`src/rtl/cwif_pkg.sv`:
```
// ----------------------------------------------------------------------------
// cwif_pkg
// Shared constants, types and helpers of the cross-window impulse filter.
// ----------------------------------------------------------------------------
package cwif_pkg;

  localparam int MAX_WIDTH     = 4096;
  localparam int CHANNEL_BITS  = 8;
  localparam int CHANNELS      = 3;
  localparam int TAPS          = 3;
  localparam int PIXEL_BITS    = CHANNELS * CHANNEL_BITS;

  localparam int CFG_DIM_BITS  = 13;
  localparam int ANCHOR_BITS   = 2;
  localparam int LIMIT_BITS    = 9;

  localparam int W_BITS        = $clog2(MAX_WIDTH + 1);
  localparam int COL_BITS      = $clog2(MAX_WIDTH);
  localparam int ROW_BITS      = CFG_DIM_BITS;
  localparam int SLOTS         = 2 * MAX_WIDTH + 4;
  localparam int ADDR_BITS     = $clog2(SLOTS);
  localparam int LAG_BITS      = ADDR_BITS;
  localparam int OFF_BITS      = ADDR_BITS + 2;

  localparam int TAP_READS     = 5;
  localparam int K_BITS        = $clog2(TAP_READS);
  localparam int CNT_BITS      = $clog2(TAP_READS + 1);
  localparam int SUM_BITS      = CHANNEL_BITS + 3;
  localparam int RECIP_SHIFT   = 16;
  localparam int RECIP_BITS    = RECIP_SHIFT + 1;
  localparam int PROD_BITS     = SUM_BITS + RECIP_BITS;

  localparam int APB_ADDR_BITS = 5;
  localparam int APB_DATA_BITS = 32;
  localparam int REG_IDX_BITS  = APB_ADDR_BITS - 2;

  localparam logic [REG_IDX_BITS-1:0] REG_IMAGE_WIDTH   = 3'd0;
  localparam logic [REG_IDX_BITS-1:0] REG_IMAGE_HEIGHT  = 3'd1;
  localparam logic [REG_IDX_BITS-1:0] REG_ANCHOR_X      = 3'd2;
  localparam logic [REG_IDX_BITS-1:0] REG_ANCHOR_Y      = 3'd3;
  localparam logic [REG_IDX_BITS-1:0] REG_REPLACE_LIMIT = 3'd4;

  localparam logic CMD_PIXEL = 1'b0;
  localparam logic CMD_DRAIN = 1'b1;

  typedef struct packed {
    logic clear;
    logic tap_en;
    logic is_centre;
    logic mul_en;
  } lane_ctrl_t;

  // Reciprocal of the tap count, scaled by 2^RECIP_SHIFT and rounded up;
  // exact truncated quotient for every sum a lane can hold.
  function automatic logic [RECIP_BITS-1:0] recip_of(input logic [CNT_BITS-1:0] cnt);
    logic [RECIP_BITS-1:0] r;
    unique case (cnt)
      3'd2:    r = 17'd32768;
      3'd3:    r = 17'd21846;
      3'd4:    r = 17'd16384;
      3'd5:    r = 17'd13108;
      default: r = 17'd65536;
    endcase
    return r;
  endfunction

endpackage

```
`src/rtl/cwif_lane.sv`:
```
// ----------------------------------------------------------------------------
// cwif_lane
// One color channel: accumulate taps, form the mean, replace impulses.
// ----------------------------------------------------------------------------
module cwif_lane (
  input  logic                                      clk,
  input  cwif_pkg::lane_ctrl_t                      ctrl,
  input  logic [cwif_pkg::CHANNEL_BITS-1:0]         tap,
  input  logic [cwif_pkg::RECIP_BITS-1:0]           recip,
  input  logic signed [cwif_pkg::LIMIT_BITS-1:0]    limit,
  output logic [cwif_pkg::CHANNEL_BITS-1:0]         result
);
  import cwif_pkg::*;

  logic [SUM_BITS-1:0]           sum;
  logic [CHANNEL_BITS-1:0]       centre;
  logic [PROD_BITS-1:0]          prod;
  logic [CHANNEL_BITS-1:0]       mean;
  logic signed [CHANNEL_BITS+1:0] diff;
  logic signed [CHANNEL_BITS+1:0] lim_ext;

  always_ff @(posedge clk) begin
    if (ctrl.clear) begin
      sum <= '0;
    end else if (ctrl.tap_en) begin
      sum <= sum + SUM_BITS'(tap);
    end
    if (ctrl.tap_en && ctrl.is_centre) begin
      centre <= tap;
    end
    if (ctrl.mul_en) begin
      prod <= PROD_BITS'(sum) * PROD_BITS'(recip);
    end
  end

  // mean never exceeds the channel range
  always_comb begin
    mean    = prod[RECIP_SHIFT +: CHANNEL_BITS];
    diff    = $signed({2'b00, centre}) - $signed({2'b00, mean});
    lim_ext = (CHANNEL_BITS+2)'(limit);
    result  = (diff > lim_ext) ? mean : centre;
  end

endmodule

```
`config.mk`:
```
export PLATFORM = sky130hd
export DESIGN_NAME = cwif_lane
export DESIGN_NICKNAME = d
export VERILOG_FILES = /design/src/rtl/cwif_pkg.sv /design/src/rtl/cwif_lane.sv
export SDC_FILE = /design/constraint.sdc
export NUM_CORES = 1
export LEC_CHECK = 0
export ABC_CLOCK_PERIOD_IN_PS = 8200
export BUFFER_PORTS_ARGS = -buffer_cell sky130_fd_sc_hd__buf_4
export CAP_MARGIN = 20
export CELL_PAD_IN_SITES_DETAIL_PLACEMENT = 1
export CELL_PAD_IN_SITES_GLOBAL_PLACEMENT = 1
export CORE_ASPECT_RATIO = 1.5
export CORE_MARGIN = 10
export CORE_UTILIZATION = 45
export DETAILED_ROUTE_END_ITERATION = 8
export PLACE_DENSITY = 0.75
export SETUP_SLACK_MARGIN = 0.05
export SYNTH_ARGS = -nofsm -noshare
export SYNTH_HDL_FRONTEND = slang
export SYNTH_SLANG_ARGS = --single-unit
```
`constraint.sdc`:
```
create_clock -name clk -period 8.2 [get_ports clk]
set_clock_uncertainty 0.2 [all_clocks]
set_input_delay 2.46 -clock clk [delete_from_list [all_inputs] [get_ports clk]]
set_output_delay 2.46 -clock clk [all_outputs]
set_load 0.01 [all_outputs]
```
==> metrics.md <==
| Metric | Value |
|---|---|
| Nets | 1069 |
| Vias in the first global route | 6745 |
| Avg Cell Area, Syn | 8.87 sq um |
| First-pass GRT wire length | 33400 um |
| F_max | 133 MHz |
| Worst-path clk slew | 0.07 ns |
| Fin. max-slew vios | 0 |
| Power Total | 1.92 mW |
| Die Y | 175 um |
| Largest net degree at the start of global routing | 27 |
| Sum of buffers and inverters on the critical path | 3 |
| EDFF count, synth | 16 |
| Crit path kind | in2out |
| Multi-input logic area | 5760 sq um |
| Final wirelength | 20400 um |
| Clk_lat worst skew | 0.26 ns |
| TritonCTS clock tree | done |
| Total gr overflow | 0 |
| Layout cells sized above 1 | 7.85% |
| P_leak | 3.75 nW |
| Sequential Area | 701 sq um |
| Pwr Density | 247 nW/um^2 |
| Clk pwr share | 5.8% |
| Initial antenna violation count | 0 |
| Flop pwr share | 12.5% |
| Setup WS pre-CTS | 0.414 ns |
| Residual DRC | 0 |
| #FFs+latches synth | 27 |
| HP Class | reg2reg |
| Post-detail-place hpwl | 16800 um |
| Post-CTS sizing | 0 |
| Area delta synth->final | 7.78% |
| Rel. slew slack | 32.6% |
| Synth area leaders | fa_1 36%, ha_1 12%, inv_1 8.4% |
| Io pins | 47 |
| Crit-path cells | buf_4 -> inv_1 -> ha_1 -> nand4_1 -> o21ai_1 -> o21a_1 -> nor3_1 -> a211oi_1 -> nand3_1 -> buf_4 |
| Final Hold Fails | 0 |
| Total iterations of the first detailed-routing run | 5 |
| Syn Inst Count | 814 |
| Finished Core Util | 49.6% |
| Critical-path top delay cell | ha_1 |
| Yosys warning count | 0 |
| Asr flop ratio synth | 0% |
| Crit path max-delay family | compound AO/OA/AOI/OAI gates |
| Data required time at the worst endpoint | 5.54 ns |
| RSZ-0062 raised after global routing | false |
| CP endpoint kind | primary output |
| Iteration-0 DRC Markers | 185 |
| Clock Path Buffers | 2 |
| Peak supply drop | 0.153 mV |
| TritonCTS Buffers | 3 |
| Worst reg-to-reg path cell count | 17 |
| Flop-to-flop setup slack | 2.01 ns |
| Status | complete, no violations |
| Hold Path Cell Cnt | 3 |
| Worst path arrival time | 4.86 ns |
| Sw frac | 52.8% |
| Initial core utilization | 46.0% |
| Synth unique cells | 50 |
| Tmin final | 7.52 ns |
| Fin crit share | 91.7% |
| Setup WS post-layout | 0.683 ns |
| Top_reg_cell synth | edfxtp_1 |
| Final setup fails | 0 |
| Kind of start point of the critical path | input pin |
| DRT antenna net count | 0 |
| Fillers | 1874 |
| Register area share after synthesis | 9.71% |
| Most frequent cells in the layout | 162 x inv_1, 130 x fa_1, 109 x nand2_1 |
| Area leader, netlist | fa_1 |
| GRT Overall Usage | 19.2% |
| Root buffer cell | clkbuf_16 |
| CTS hold repair buffers | 0 |
| Comb pwr share | 81.7% |
| Via-to-Cell Ratio | 5.55 |
| Post-route setup TNS | 0 ns |
| Hold endpoint | sum[6] |
| Mapped Area | 7220 sq um |
| Leading cell type in the layout, fill and taps excluded | inv_1 |
| Crit path largest cell delay | 0.64 ns |
| Final RePlAce weighted congestion | 0.869 |
| Cell mode on critical path | buf_4 |
| Cell Rows | 56 |
| Internal power | 0.908 mW |
| # diodes | 0 |
| Reg2reg start | sum[4] |
| Post-synth top area share | 36.1% |
| Critical R2R Capture | prod[23] |
| Wire length per cell | 19.7 um |
| CP Max Fanout | 17 |
| Worst-Margin Slew | 1.01 ns |
| MaxCap Viol Count | 0 |
| Placeable core area | 15700 sq um |
| Hold path start | sum[6] |
| H-tree Lvls | 1 |
| Hold slack final | 0.514 ns |
| Die X | 123 um |
| Vias | 5724 |
| CTS Sinks | 27 |
| Syn_nets | 1054 |
| NetSw | 1.01 mW |
| I/O Buffers | 46 |
| Post-CTS setup repair buffer count | 0 |
| Die area | 21600 sq um |
area by class of cell:
type                       instances  area share (%)
timing repair buffer              51            4.92
multi-input combinational        584            74.0
sequential                        27            9.01
tap                              203            3.26
inverter                         162            7.82
clock buffer                       4            1.01
metal layers:
metal  wire (um)  global-route usage [%]  up-vias  part of all wire, %
met4         694                    6.67        0                  3.4
met3         476                    1.10       42                  2.3
met5           0                       0        -                    0
met2       11400                    37.3      126                   56
met1        7750                    21.0     2982                   38
li1            -                       -     2574                    -
cell families after synthesis:
family | share of synthesized area (%)
compound gates | 8.20
xor+xnor | 3.15
fa+ha+maj | 48.4
buf+inv | 10.6
flops | 9.71
mux | 0.693
simple gates | 19.3
Yosys cell counts (2+ instances only):
master,n
a211oi_1,8
a21o_1,10
a21oi_1,17
a31oi_1,3
and2_1,81
and3_1,3
clkbuf_1,41
dfxtp_1,11
edfxtp_1,16
fa_1,130
ha_1,71
inv_1,162
mux2i_1,5
nand2_1,109
nand2b_1,4
nand3_1,11
nand4_1,13
nor2_1,19
nor2b_1,3
nor3_1,12
nor3b_1,8
nor4bb_1,2
o2111ai_1,9
o21a_1,7
o21ai_0,4
o21ai_1,5
o21ai_2,2
o21bai_1,2
xnor2_1,18
xor2_1,8
how the worst max path moves through the flow:
stage                      to     start  cells after the start  slack, ns
detailed placement   prod[23]  recip[5]                     19       0.41
floorplan            prod[23]  recip[7]                     18       0.63
global route        result[7]  limit[7]                     10       0.45
CTS                  prod[23]  recip[5]                     19       0.69
finish              result[7]  limit[7]                     10       0.68
global placement     prod[23]  recip[6]                     18       0.57
sequential cells by signal, summed over array words and instances, names as in the netlist:
signal / flops
sum: 11
centre: 8
prod: 8
power by group through the flow:
stage          sequential [mW]  combinational (mW)  clock, mW
3_3_place_gp             0.238                1.47          0
2_1_floorplan            0.213                1.13          0
3_5_place_dp             0.241                1.58          0
6_report                 0.241                1.57      0.111
4_1_cts                  0.239                1.59      0.112
5_1_grt                  0.243                1.79      0.117
metrics by stage:
step / area (sq um) / instances
detailed placement: 7690 / 1026
finish: 7780 / 1031
global placement: 7690 / 1026
floorplan: 7220 / 814
CTS: 7770 / 1030
global route: 7780 / 1031
worst register-to-register path: stages, from the launching register on:
cell and delay (ns):
dfxtp_1 0.98, nand2_1 0.22, fa_1 0.50, fa_1 0.55
fa_1 0.55, inv_1 0.06, fa_1 0.52, inv_1 0.06
fa_1 0.53, inv_1 0.04, ha_1 0.31, and4_1 0.20
nor4b_2 0.16, a22oi_2 0.20, a21boi_2 0.11, a311o_2 0.46
o31ai_4 0.19, xnor2_1 0.09
Note: power is estimated with default switching activity, not from simulation.
